File: config.mk
export PLATFORM = sky130hd
export DESIGN_NAME = vdm_queue
export DESIGN_NICKNAME = d
export VERILOG_FILES = /design/src/rtl/core/vdm_queue.sv
export SDC_FILE = /design/constraint.sdc
export NUM_CORES = 1
export LEC_CHECK = 0
export BUFFER_PORTS_ARGS = -buffer_cell sky130_fd_sc_hd__buf_2
export CAP_MARGIN = 20
export CORE_MARGIN = 5
export CORE_UTILIZATION = 52
export CTS_CLUSTER_DIAMETER = 40
export DETAILED_ROUTE_END_ITERATION = 8
export GPL_ROUTABILITY_DRIVEN = 0
export PLACE_DENSITY_LB_ADDON = 0.1
export SYNTH_ARGS = -nofsm -noshare
export SYNTH_HDL_FRONTEND = slang
export SYNTH_SLANG_ARGS = --single-unit
File: constraint.sdc
create_clock -name clk -period 9.8 [get_ports clk]
set_input_delay 0.98 -clock clk [delete_from_list [all_inputs] [get_ports clk]]
set_output_delay 0.98 -clock clk [all_outputs]
set_load 0.1 [all_outputs]
File: src/rtl/core/vdm_queue.sv
// ----------------------------------------------------------------------------
// Vector distance metric queue
// Small register queue holding finished sums between front and back end.
// ----------------------------------------------------------------------------
module vdm_queue #(
    parameter int WIDTH = 177,
    parameter int DEPTH = 2
) (
    input  logic             clk,
    input  logic             rst_n,
    input  logic             wr_valid,
    output logic             wr_ready,
    input  logic [WIDTH-1:0] wr_data,
    output logic             rd_valid,
    input  logic             rd_ready,
    output logic [WIDTH-1:0] rd_data
);

    localparam int PTR_W = (DEPTH > 1) ? $clog2(DEPTH) : 1;
    localparam int CNT_W = $clog2(DEPTH + 1);

    logic [WIDTH-1:0] mem_reg [DEPTH];
    logic [PTR_W-1:0] wr_ptr_reg, rd_ptr_reg;
    logic [CNT_W-1:0] cnt_reg;
    logic             do_wr, do_rd;

    assign wr_ready = (cnt_reg != CNT_W'(DEPTH));
    assign rd_valid = (cnt_reg != '0);
    assign rd_data  = mem_reg[rd_ptr_reg];
    assign do_wr    = wr_valid && wr_ready;
    assign do_rd    = rd_valid && rd_ready;

    always_ff @(posedge clk or negedge rst_n)
    begin
        if (!rst_n)
        begin
            wr_ptr_reg <= '0;
            rd_ptr_reg <= '0;
            cnt_reg    <= '0;
        end
        else
        begin
            if (do_wr)
            begin
                wr_ptr_reg <= (wr_ptr_reg == PTR_W'(DEPTH - 1)) ? '0 : wr_ptr_reg + PTR_W'(1);
            end
            if (do_rd)
            begin
                rd_ptr_reg <= (rd_ptr_reg == PTR_W'(DEPTH - 1)) ? '0 : rd_ptr_reg + PTR_W'(1);
            end
            if (do_wr && !do_rd)
            begin
                cnt_reg <= cnt_reg + CNT_W'(1);
            end
            else if (do_rd && !do_wr)
            begin
                cnt_reg <= cnt_reg - CNT_W'(1);
            end
        end
    end

    always_ff @(posedge clk)
    begin
        if (do_wr)
        begin
            mem_reg[wr_ptr_reg] <= wr_data;
        end
    end

endmodule

==> metrics, run 1 <==
DRC 0; cell count after synthesis 569; Filler cells between 1500 and 2000; nets roughly 1100; crit-path leading delay family buffers and inverters; Required @ worst endpoint ~8800 ps; CP max stage delay 830 ps; met1 Usage GRT between 20% and 30%; Die H roughly 170 um; CP endpoint kind primary output; fraction of layout cells with a size suffix above 1 between 60% and 70%; outcome completed; Core Region approximately 0.025 sq mm; # hold bufs at CTS 0; Yosys cell types 15; setup violators final 0; initial antenna violation count 10; vias per cell 5.06; GRT Max-Usage Layer met2; total CTS buffers 43; Ports 360; number of global-route vias before repair around 7400; GR Layer Usage met2 31.7%; most frequent cells in the layout 359 x buf_2, 354 x edfxtp_1, 101 x mux2_4, 76 x mux2_2, 45 x clkbuf_16; CTS tree yes; Max Freq approximately 0.24 GHz; Levels on crit path 4; setup TNS 0 ps; Yosys reg bits ~360; Chip Width about 170 um; synthesized cell area around 0.013 sq mm; H-tree levels 2; final hold vios 0; Synth-to-Final Area Change 26.6%; dpl cell area 0.0155 sq mm; drt wl/cell approximately 21 um; CP Max Fanout 60; Slew headroom a little under a third; crit-path cells buf_16 -> buf_4 -> mux2_2 -> buf_2; vias 6750; max reg flops ~350; Detailed Place HPWL 19000 um; syn avg cell area between 20 and 25 sq um; Sequential cell area roughly 0.011 sq mm; area of the multi-input gates 0.00247 sq mm; design area around 0.017 sq mm; commonest non-fill, non-tap cell in the layout buf_2; clock tree sinks 358; Max-Cap Viols 0; fin crit share a little over two fifths; drt pass-1 iters 6; postcts setup bufs 0; Reg clk slew, reported paths about 50 ps; number of port buffers ~360; global-route met3 utilization 6.74%; Bufs and invs on worst path 3; R2R depth 5; RSZ-0062 raised after global routing no; CP max-delay cell buf_4; final antenna-violating net count 0; Final Slew Violations 0; Synthesized Nets approximately 750; total wire length approximately 27000 um; GRT overflow 0; DR iter-0 viols 450; Worst EP arrival between 3000 and 4000 ps; first-pass GRT wire length between 40000 and 50000 um; largest net degree at the start of global routing between 70 and 80; cts repair resizes 0; Crit Path Class flip-flop to primary output; post-synthesis sequential area ratio about four fifths; clock skew 13.9 ps; total global routing track utilization between 10% and 20%; Synthesis Warnings 0; die area slightly below 0.03 sq mm; Clock Tree Root clkbuf_16; worst slew pin tran 1050 ps; worst skew pair latency approximately 510 ps; clock tree buffer depth 3; Core Rows 58; CP Launch Type flip-flop; Tmin final around 4200 ps; starting density of the core a little over half; worst hold path class input port to asynchronous set/reset pin
[area by class of cell]
cell class / instances / area share (%)
multi-input combinational: 190 / 14.6
sequential: 358 / 63.3
timing repair buffer: 368 / 11.2
clock inverter: 28 / 1.55
inverter: 1 / 0.0221
antenna: 7 / 0.103
clock buffer: 51 / 6.77
tap: 330 / 2.43
[per-stage QoR]
step	cells	hold WS [ps]	setup WS [ps]	utilization [%]
after global placement	1245	472	5860	61.3
after global routing	1329	244	5420	67.1
after detailed placement	1246	499	6060	61.4
final	1333	265	5560	67.2
after floorplan	569	456	243	-
after CTS	1325	243	5510	67.0
[worst register-to-register path: stages (launching register included)]
cell and delay [ps]:
dfrtp_1 410, nand2b_1 170, nand2_1 140, nor2_4 110, buf_4 600, buf_4 930
[worst paths after layout]
path	slack, ps	startpoint	endpoint
max	5560	rd_ptr_reg	rd_data[160]
min	270	rst_n	wr_ptr_reg
max reg2reg	6980	cnt_reg[0]	mem_reg[0][69]
min reg2reg	510	cnt_reg[1]	cnt_reg[1]
max in group asynchronous	9390	rst_n	rd_ptr_reg
min in group clk	510	cnt_reg[1]	cnt_reg[1]
[layer usage]
layer | vias to the layer above | wire length [um]
met1 | 3318 | 9820
met3 | 51 | 2670
met2 | 285 | 14200
li1 | 3084 | -
met4 | 12 | 563
met5 | - | 74
[cells by family (layout without fill, tap and decap cells)]
| group | Yosys count | count (layout) | share of synthesized area (%) |
|---|---|---|---|
| xor+xnor | 5 | 5 | 0.327 |
| fa+ha+maj | 1 | 1 | 0.0934 |
| buf+inv | 21 | 448 | 1.48 |
| flops | 358 | 358 | 80.1 |
| mux | 177 | 177 | 17.7 |
| other cells | 0 | 7 | 0 |
| simple gates | 7 | 7 | 0.252 |
[cells in the mapped netlist]
cell	count	area (sq um)
xor2_1	2	17.5
ha_1	1	12.5
xnor2_1	3	26.3
or2_2	1	6.26
mux2_2	76	856
nand2b_1	1	6.26
nor2_1	2	7.51
and3_1	1	6.26
inv_1	1	3.75
buf_6	15	169
edfxtp_1	354	10600
nand2_1	2	7.51
mux2_4	101	1520
buf_2	5	25.0
dfrtp_1	4	100
Power of run 1 is not shown: default switching activity piles up to over one toggle a cycle in this logic, so the estimate is an artifact.
==> run 2, diff against run 1 <==
==> constraint.sdc (replaced) <==
create_clock -name clk -period 4.4 [get_ports clk]
set_input_delay 0.44 -clock clk [delete_from_list [all_inputs] [get_ports clk]]
set_output_delay 0.44 -clock clk [all_outputs]
set_load 0.1 [all_outputs]
==> run 2 against run 1 <==
Register-to-register slack got worse by 4900 ps; global-route usage rose by 0.20 points; flip-flop and latch count did not move; cell area rose by 0.29%; clock skew barely moved; critical path type unchanged; core utilization rose by 0.19 points; via count rose by 1.3%; first-iteration DRC count fell by 19%.
==> metrics, run 2 (synthesis gave the netlist of run 1 again) <==
outcome completed; Slew headroom 37.9% (+7.9 points); fraction of layout cells with a size suffix above 1 62.1% (+0.63 points); number of port buffers 359 (unchanged); DRC 0 (unchanged); drt wl/cell 21.0 um (+2.2%); crit path from rd_ptr_reg; nets 1142 (-0.17%); most frequent cells in the layout 359 x buf_2, 354 x edfxtp_1, 101 x mux2_4, 76 x mux2_2, 45 x clkbuf_16; vias 6840 (+1.3%); Chip Width 170 um (unchanged); CP max-delay cell dfrtp_4; worst hold path class input port to flip-flop; Reg2Reg Launch Point cnt_reg[0]; GRT Max-Usage Layer met2; CP endpoint kind primary output; Detailed Place HPWL 19100 um (+0.88%); H-tree levels 2 (unchanged); global-route met3 utilization 6.20% (-0.53 points); Max-Cap Viols 0 (unchanged); GRT overflow 0 (unchanged); clock skew 13.7 ps (-0.221 ps); WHS Path Cells 1; crit-path cells buf_4 -> mux2_2 -> buf_2; GR Layer Usage met2 31.6% (-0.10 points); Clock Tree Root clkbuf_16; hold path endpoint mem_reg[0][153]; worst slew pin tran 931 ps (-118 ps); Crit Path Class flip-flop to primary output; Final Slew Violations 0 (unchanged); total global routing track utilization 18.3% (+0.20 points); number of global-route vias before repair 7241 (-1.8%); RSZ-0062 raised after global routing no; Worst EP arrival 2490 ps (-770 ps); CP Launch Type flip-flop; first-pass GRT wire length 40500 um (+0.58%); clock tree buffer depth 3 (unchanged); Die H 170 um (unchanged); die area 0.0291 sq mm (unchanged); drt pass-1 iters 4 (-2); fin crit share roughly two thirds; Core Rows 58 (unchanged); clock tree sinks 358 (unchanged); reg-to-reg endpoint mem_reg[1][68]; vias per cell 5.15 (+1.6%); CP max stage delay 730 ps (-100 ps); Synth-to-Final Area Change 27.0%; Required @ worst endpoint 3960 ps (-4860 ps); final hold vios 0 (unchanged); initial antenna violation count 9 (-1); Reg clk slew, reported paths 60 ps (about the same); flop2flop setup slack 2100 ps (-4880 ps); postcts setup bufs 0 (unchanged); CP Max Fanout 39 (-35%); Ports 360 (unchanged); crit-path leading delay family buffers and inverters; total wire length 27900 um (+1.9%); Core Region 0.0253 sq mm (unchanged); DR iter-0 viols 365 (-19%); CTS tree yes; largest net degree at the start of global routing 139 (+76%); Max Freq 0.342 GHz; hold_sp wr_data[153]; starting density of the core 53.0% (unchanged); commonest non-fill, non-tap cell in the layout buf_2; setup violators final 0 (unchanged); met1 Usage GRT 21.5% (+0.61 points); Filler cells 1729 (-0.69%); max reg flops 354 (unchanged); R2R depth 3 (-2); Bufs and invs on worst path 2 (-1); Tmin final about 2900 ps; final antenna-violating net count 0 (unchanged); setup TNS 0 ps (unchanged); worst skew pair latency 520 ps (about the same); total CTS buffers 42 (-2.3%)
[run 2: timing repair]
item / in CTS / in global routing
endpoints found under the hold margin: 4 / 0
hold buffers: 1 / 0
gates resized for setup: 0 / 0
[run 2: area by class of cell]
type / instances / area [sq um] / area share, %
antenna: 5 / 12.5 / 0.0736
clock buffer: 51 / 1170 / 6.87
clock inverter: 27 / 289 / 1.70
inverter: 1 / 3.75 / 0.0221
multi-input combinational: 190 / 2480 / 14.6
sequential: 358 / 10700 / 63.1
tap: 330 / 413 / 2.43
timing repair buffer: 367 / 1910 / 11.2
[run 2: stage by stage]
| step | util, % | area [sq um] | instances | hold WS (ps) | worst slack [ps] |
|---|---|---|---|---|---|
| after floorplan | - | 13400 | 569 | 144 | 188 |
| after detailed placement | 61.5 | 15500 | 1245 | 250 | 1990 |
| after global placement | 61.5 | 15500 | 1245 | 248 | 2040 |
| final | 67.3 | 17000 | 1329 | 109 | 1470 |
| after CTS | 67.3 | 17000 | 1324 | 79.7 | 1420 |
| after global routing | 67.3 | 17000 | 1328 | 77.0 | 1350 |
[run 2: per-layer routing]
layer  vias to the layer above  routed length [um]  share of wire, %
met5                         -                  58              0.21
met4                        10                 793               2.8
met3                        65                2650               9.5
met2                       320               14300                51
met1                      3363               10000                36
li1                       3082                   -                 -
[run 2: how the worst max path moves through the flow]
stage / slack, ps / to / cells past startpoint
floorplan: 190 / mem_reg[0][0] / 3
global placement: 2040 / rd_data[129] / 3
detailed placement: 1990 / rd_data[19] / 3
CTS: 1420 / rd_data[174] / 3
global route: 1350 / rd_data[19] / 3
finish: 1470 / rd_data[22] / 3
[run 2: worst reg2reg max path: cells and delay by family, from the launching register on]
kind	cells	cell delay, ps
buf+inv	1	470
flops	1	400
simple gates	2	990
Power of run 2 is left out for the same reason.
