==> src/rtl/core/vdm_pkg.sv <==
// ----------------------------------------------------------------------------
// Vector distance metric package
// Shared types and constants for the metric modes, status codes and back end.
// ----------------------------------------------------------------------------
package vdm_pkg;

    localparam int VALUE_W   = 48;
    localparam int STATUS_W  = 2;
    localparam int MODE_W    = 2;
    localparam int COS_SHIFT = 60;
    localparam int Q_W       = 31;

    localparam logic [MODE_W-1:0] MODE_COSINE = 2'd0;
    localparam logic [MODE_W-1:0] MODE_INNER  = 2'd1;
    localparam logic [MODE_W-1:0] MODE_L2     = 2'd2;
    localparam logic [MODE_W-1:0] MODE_RESET  = MODE_L2;

    localparam logic [STATUS_W-1:0] STATUS_OK   = 2'd0;
    localparam logic [STATUS_W-1:0] STATUS_ZERO = 2'd1;
    localparam logic [STATUS_W-1:0] STATUS_LONG = 2'd2;

    localparam logic [31:0] ONE_Q16 = 32'd65536;

    typedef enum logic [1:0] {
        BK_IDLE,
        BK_MUL,
        BK_ROOT,
        BK_OUT
    } bk_state_t;

endpackage

==> src/rtl/core/vdm_back.sv <==
// ----------------------------------------------------------------------------
// Vector distance metric back end
// Turns one set of sums into a result; cosine uses a shift-add multiplier
// followed by a bit-serial square-root-and-divide search.
// ----------------------------------------------------------------------------
module vdm_back #(
    parameter int ACC_W = 44
) (
    input  logic                              clk,
    input  logic                              rst_n,
    input  logic                              rec_valid,
    output logic                              rec_ready,
    input  logic [ACC_W-1:0]                  rec_dot,
    input  logic [ACC_W-1:0]                  rec_mag_a,
    input  logic [ACC_W-1:0]                  rec_mag_b,
    input  logic [ACC_W-1:0]                  rec_dsq,
    input  logic                              rec_long,
    input  logic [vdm_pkg::MODE_W-1:0]        mode,
    output logic                              out_valid,
    input  logic                              out_ready,
    output logic [vdm_pkg::VALUE_W-1:0]       metric_value,
    output logic [vdm_pkg::STATUS_W-1:0]      status
);

    localparam int VW   = vdm_pkg::VALUE_W;
    localparam int QW   = vdm_pkg::Q_W;
    localparam int PW   = 2 * ACC_W;
    localparam int WIDE = PW + vdm_pkg::COS_SHIFT + 2;
    localparam int MC_W = $clog2(ACC_W);
    localparam int IW   = (ACC_W + 2 > VW + 2) ? ACC_W + 2 : VW + 2;
    localparam int UW   = (ACC_W > VW) ? ACC_W : VW;

    localparam logic signed [IW-1:0] SAT_HI_I = (IW'(1) <<< (VW - 1)) - IW'(1);
    localparam logic signed [IW-1:0] SAT_LO_I = -SAT_HI_I - IW'(1);
    localparam logic [UW-1:0]        SAT_HI_U = (UW'(1) << (VW - 1)) - UW'(1);

    vdm_pkg::bk_state_t state_reg, state_next;

    logic [MC_W-1:0] mul_cnt_reg;
    logic [PW-1:0]   mcd_reg, pd_reg, mcm_reg, pm_reg;
    logic [ACC_W-1:0] mpd_reg, mpm_reg;
    logic            neg_reg;
    logic [WIDE-1:0] r_reg, a_reg, b_reg;
    logic [QW-1:0]   q_reg, kbit_reg;
    logic [VW-1:0]   res_value_reg;
    logic [vdm_pkg::STATUS_W-1:0] res_status_reg;
    logic            out_valid_reg;
    logic [VW-1:0]   out_value_reg;
    logic [vdm_pkg::STATUS_W-1:0] out_status_reg;

    logic            pop, load_out, mul_last, root_last, take;
    logic            go_cos;
    logic [ACC_W-1:0] dot_abs;
    logic [WIDE:0]   sum_ab, a_step;
    logic [QW-1:0]   q_new;
    logic signed [IW-1:0] inner_x;
    logic [UW-1:0]   dsq_x;
    logic [VW-1:0]   fast_value;
    logic [vdm_pkg::STATUS_W-1:0] fast_status;

    assign dot_abs = rec_dot[ACC_W-1] ? (ACC_W'(0) - rec_dot) : rec_dot;
    assign inner_x = IW'(signed'({1'b0, vdm_pkg::ONE_Q16}))
                     - {{(IW - ACC_W){rec_dot[ACC_W-1]}}, rec_dot};
    assign dsq_x   = UW'(rec_dsq);
    assign go_cos  = !rec_long && (mode == vdm_pkg::MODE_COSINE)
                     && (rec_mag_a != '0) && (rec_mag_b != '0);

    always_comb
    begin
        fast_value  = '0;
        fast_status = vdm_pkg::STATUS_OK;
        if (rec_long)
        begin
            fast_status = vdm_pkg::STATUS_LONG;
        end
        else if (mode == vdm_pkg::MODE_COSINE)
        begin
            fast_status = vdm_pkg::STATUS_ZERO;
        end
        else if (mode == vdm_pkg::MODE_INNER)
        begin
            if (inner_x > SAT_HI_I)
            begin
                fast_value = SAT_HI_I[VW-1:0];
            end
            else if (inner_x < SAT_LO_I)
            begin
                fast_value = SAT_LO_I[VW-1:0];
            end
            else
            begin
                fast_value = inner_x[VW-1:0];
            end
        end
        else
        begin
            fast_value = (dsq_x > SAT_HI_U) ? SAT_HI_U[VW-1:0] : dsq_x[VW-1:0];
        end
    end

    assign mul_last  = (mul_cnt_reg == '0);
    assign root_last = kbit_reg[0];
    assign sum_ab    = {1'b0, a_reg} + {1'b0, b_reg};
    assign take      = !q_reg[QW-1] && (sum_ab <= {1'b0, r_reg});
    assign a_step    = take ? ({1'b0, a_reg} + {b_reg, 1'b0}) : {1'b0, a_reg};
    assign q_new     = take ? (q_reg | kbit_reg) : q_reg;

    always_comb
    begin
        state_next = state_reg;
        unique case (state_reg)
            vdm_pkg::BK_IDLE:
            begin
                if (rec_valid)
                begin
                    state_next = go_cos ? vdm_pkg::BK_MUL : vdm_pkg::BK_OUT;
                end
            end
            vdm_pkg::BK_MUL:
            begin
                if (mul_last)
                begin
                    state_next = vdm_pkg::BK_ROOT;
                end
            end
            vdm_pkg::BK_ROOT:
            begin
                if (root_last)
                begin
                    state_next = vdm_pkg::BK_OUT;
                end
            end
            vdm_pkg::BK_OUT:
            begin
                if (!out_valid_reg || out_ready)
                begin
                    state_next = vdm_pkg::BK_IDLE;
                end
            end
            default:
            begin
                state_next = vdm_pkg::BK_IDLE;
            end
        endcase
    end

    always_comb
    begin
        pop      = 1'b0;
        load_out = 1'b0;
        unique case (state_reg)
            vdm_pkg::BK_IDLE: pop      = rec_valid;
            vdm_pkg::BK_OUT:  load_out = !out_valid_reg || out_ready;
            default:
            begin
                pop      = 1'b0;
                load_out = 1'b0;
            end
        endcase
    end

    assign rec_ready    = pop;
    assign out_valid    = out_valid_reg;
    assign metric_value = out_value_reg;
    assign status       = out_status_reg;

    always_ff @(posedge clk or negedge rst_n)
    begin
        if (!rst_n)
        begin
            state_reg     <= vdm_pkg::BK_IDLE;
            out_valid_reg <= 1'b0;
        end
        else
        begin
            state_reg <= state_next;
            if (load_out)
            begin
                out_valid_reg <= 1'b1;
            end
            else if (out_ready)
            begin
                out_valid_reg <= 1'b0;
            end
        end
    end

    always_ff @(posedge clk)
    begin
        if (load_out)
        begin
            out_value_reg  <= res_value_reg;
            out_status_reg <= res_status_reg;
        end
        if (pop)
        begin
            res_value_reg  <= fast_value;
            res_status_reg <= fast_status;
            neg_reg        <= rec_dot[ACC_W-1];
            mcd_reg        <= PW'(dot_abs);
            mpd_reg        <= dot_abs;
            pd_reg         <= '0;
            mcm_reg        <= PW'(rec_mag_a);
            mpm_reg        <= rec_mag_b;
            pm_reg         <= '0;
            mul_cnt_reg    <= MC_W'(ACC_W - 1);
        end
        if (state_reg == vdm_pkg::BK_MUL)
        begin
            if (mul_last)
            begin
                r_reg    <= {2'b00, (mpd_reg[0] ? pd_reg + mcd_reg : pd_reg),
                             {vdm_pkg::COS_SHIFT{1'b0}}};
                b_reg    <= {2'b00, (mpm_reg[0] ? pm_reg + mcm_reg : pm_reg),
                             {vdm_pkg::COS_SHIFT{1'b0}}};
                a_reg    <= '0;
                q_reg    <= '0;
                kbit_reg <= {1'b1, {(QW - 1){1'b0}}};
            end
            else
            begin
                if (mpd_reg[0])
                begin
                    pd_reg <= pd_reg + mcd_reg;
                end
                if (mpm_reg[0])
                begin
                    pm_reg <= pm_reg + mcm_reg;
                end
                mcd_reg     <= {mcd_reg[PW-2:0], 1'b0};
                mcm_reg     <= {mcm_reg[PW-2:0], 1'b0};
                mpd_reg     <= {1'b0, mpd_reg[ACC_W-1:1]};
                mpm_reg     <= {1'b0, mpm_reg[ACC_W-1:1]};
                mul_cnt_reg <= mul_cnt_reg - MC_W'(1);
            end
        end
        if (state_reg == vdm_pkg::BK_ROOT)
        begin
            if (take)
            begin
                r_reg <= r_reg - sum_ab[WIDE-1:0];
            end
            a_reg    <= a_step[WIDE:1];
            b_reg    <= {2'b00, b_reg[WIDE-1:2]};
            q_reg    <= q_new;
            kbit_reg <= {1'b0, kbit_reg[QW-1:1]};
            if (root_last)
            begin
                res_value_reg  <= neg_reg ? (VW'(0) - VW'(q_new)) : VW'(q_new);
                res_status_reg <= vdm_pkg::STATUS_OK;
            end
        end
    end

endmodule

==> config.mk <==
export PLATFORM = sky130hd
export DESIGN_NAME = vdm_back
export DESIGN_NICKNAME = d
export VERILOG_FILES = /design/src/rtl/core/vdm_pkg.sv /design/src/rtl/core/vdm_back.sv
export SDC_FILE = /design/constraint.sdc
export NUM_CORES = 2
export LEC_CHECK = 0
export BUFFER_PORTS_ARGS = -buffer_cell sky130_fd_sc_hd__buf_2
export CAP_MARGIN = 15
export CORE_MARGIN = 4
export CORE_UTILIZATION = 66
export CTS_BUF_LIST = sky130_fd_sc_hd__clkbuf_4
export CTS_CLUSTER_SIZE = 25
export DETAILED_ROUTE_END_ITERATION = 6
export PLACE_DENSITY = 0.82
export SKIP_LAST_GASP = 1
export SLEW_MARGIN = 20
export SYNTH_ARGS = -nofsm -noshare
export SYNTH_HDL_FRONTEND = slang
export SYNTH_SLANG_ARGS = --single-unit
==> constraint.sdc <==
create_clock -name clk -period 11.36 [get_ports clk]
set_clock_uncertainty 0.05 [all_clocks]
set_input_delay 0.568 -clock clk [delete_from_list [all_inputs] [get_ports clk]]
set_output_delay 0.568 -clock clk [all_outputs]
set_load 0.03 [all_outputs]
==> impl_metrics.yaml <==
grt:
  grt_pass1_wl_mm: 465
  antenna_found_initial: 27
  grt_max_degree: 212
  grt_overflow: 0
  first_global_vias: 84000
  track_usage_pct: 42.4
sta:
  rsz0062_at_grt: "no"
  worst_pin_slew_ns: 1.19
  fmaxAchievable_ghz: 0.0925
  slew_violations: 0
  min_period_ns: 10.81
  timing.setup.tns_ns: 0
  maxSlewHeadroom_pct: 20.0
  setup_viol: 0
  period_share_pct: 95.1
  timing_hold_violations_final: 0
critical_path:
  r2r_cells: 39
  worst-setup-path-type: "reg2reg"
  cp.required_ns: 12.57
  cpMaxStageDelayCell: "a211oi_1"
  crit_path_end_kind: "register"
  ff2ff_setup_slack_ns: 0.55
  timing.rr.start: "a_reg[2]"
  crit_path_end: "res_value_reg[26]"
  cp_data_arrival_time_ns: 12.01
  cp-start-kind: "register"
  slowest_delay_ns: 1.03
  worstPathMaxFanout: 7
  setup.worst_path.start: "a_reg[2]"
  r2r_end: "res_value_reg[26]"
floorplan:
  rows: 132
  initial_utilization_pct: 66.4
  die-area_mm2: 0.136
  fp.dieW_um: 369
  die_h_um: 369
  io_pins: 235
  core_area_mm2: 0.129
place:
  gp_congestion: 1.04
  port_buffers: 234
  hpwl_mm: 212
synthesis:
  async_flop_share_pct: 0.283
  yosys.cell_types.count: 87
  seq_area_frac_synth_pct: 29.5
  avgSynthCellArea_um2: 7.75
  ys_ff_latch: 1060
  synthCells: 11100
  synth_edf_count: 410
  synth_flop_cell: "dfxtp_1"
  ys_warn_count: 0
  syn_area_mm2: 0.0860
  syn_nets: 12100
status:
  violations: "design-rule violations"
  outcome: "finished with violations"
cells_and_area:
  fin_nets: 12300
  mostFrequentLayoutCell: "nand2_1"
  drive_gt1_share_pct: 7.55
  layout_common_cells: "1204 x nand2_1, 1082 x a21oi_1, 1010 x o21ai_0, 875 x nor2_1, 777 x ha_1"
  synthToLayoutAreaGrowth_pct: 9.98
drt:
  routed_wl_mm: 302
  ant_nets: 0
  routed_via_density: 6.66
  num_vias: 88800
  first_iter_violations: 10800
  drtPass1Iterations: 7
  drc: 129
  wl_per_cell_um: 22.6
run:
  drv_cap: 0
clock_tree:
  numCtsBuffers: 312
  root_buffer: "clkbuf_4"
  cts.sinks: 1060
  clk_pin_slew_ns: 0.07
  worst_skew_pair.late_latency_ns: 1.41
  cts_max_path_buffers: 4
  cts_tree: "built"
  htreeDepth: 5
  cts_setup_buffers: 0
worst_hold_path:
  hold_path.class: "in2reg"
==> worst min path at each step <==
stage	slack [ns]	cells after the start	endpoint	start
6_report	0.03	4	mcm_reg[32]	rec_mag_a[32]
5_1_grt	-0.03	4	mcm_reg[32]	rec_mag_a[32]
4_1_cts	0.001	4	mcm_reg[37]	rec_mag_a[37]
3_5_place_dp	0.32	1	state_reg[0]	rst_n
3_3_place_gp	0.32	1	out_valid	rst_n
2_1_floorplan	0.22	0	out_valid	rst_n
==> worst max-delay path: cells and delay by family (launching register included) <==
kind	cells	cell delay, ns
fa+ha+maj	3	1.10
compound gates	17	5.06
simple gates	15	3.55
xor+xnor	2	0.31
flops	1	0.45
buf+inv	2	0.28
==> metal layers <==
| metal | track usage, % | vias up | wire length (um) |
|---|---|---|---|
| li1 | - | 40700 | - |
| met2 | 67.6 | 5222 | 134000 |
| met3 | 10.8 | 1424 | 30400 |
| met1 | 51.7 | 41500 | 115000 |
| met5 | 0.819 | - | 232 |
| met4 | 25.6 | 22 | 21800 |
==> cells in the mapped netlist, types with 36 or more instances <==
cell type	number	area (um^2)
nand2b_1	90	563
edfxtp_1	410	12300
nor4_1	79	494
o21a_1	134	1010
ha_1	778	9730
a21boi_0	44	330
o21ai_0	1011	5060
a211o_1	49	429
and2_1	138	863
a21o_1	490	3680
a211oi_1	81	608
xor2_1	302	2650
clkbuf_1	647	2430
o21bai_1	167	1250
or3_1	77	482
dfxtp_1	647	13000
a31oi_1	167	1040
o31ai_1	54	405
nor2b_1	95	594
nand3_1	454	2270
inv_1	514	1930
a21oi_1	1082	5420
a221oi_1	43	377
a22oi_1	39	293
and3_1	64	400
nor2_1	877	3290
nand4_1	213	1330
nor3_1	109	546
o211ai_1	129	968
xnor2_1	393	3440
nand2_1	1209	4540
mux2i_1	59	591
a22o_1	36	315
==> final cells by class <==
type                    count  area, um^2
multi-input cells        8828       56200
fillers                 10200       34900
flip-flops and latches   1060       25300
repair buffers            632        5100
clock buffers             440        3300
well taps                1742        2180
inverters                 518        1960
clock inverters            92         385
diodes                     26        65.1
==> through the flow <==
step / cell area [um^2] / instances / worst slack, ns / utilization [%] / hold slack [ns]
after global routing: 94500 / 13300 / 0.105 / 73.0 / -0.0263
after detailed placement: 87600 / 12500 / 0.614 / 67.7 / 0.325
after CTS: 94500 / 13300 / 0.616 / 73.0 / 0.000987
final: 94600 / 13300 / 0.554 / 73.0 / 0.0295
after global placement: 87600 / 12500 / 0.788 / 67.7 / 0.318
after floorplan: 86000 / 11100 / 1.14 / - / 0.222
==> kinds of logic (layout without fill, tap and decap cells) <==
group                    count (synthesis)  in the layout  share of synthesized area [%]
AO/OA/AOI/OAI                         3782           3782                           27.2
XOR/XNOR                               695            695                           7.08
adder cells (fa/ha/maj)                783            783                           11.4
buffers and inverters                 1204           1682                           5.28
flip-flops                            1060           1060                           29.5
multiplexers                            62             62                          0.726
other                                    0             26                              0
AND/OR/NAND/NOR                       3506           3506                           18.8
==> what timing repair did <==
item                                    in CTS  in global routing
endpoints found under the setup margin       0                  6
endpoints found under the hold margin      228                  0
resized for setup                            0                  2
hold buffers                               316                  0
Power is left out: the tool's default activity adds up to more than one toggle a clock period on the data nets, which glitch-free logic cannot reach.
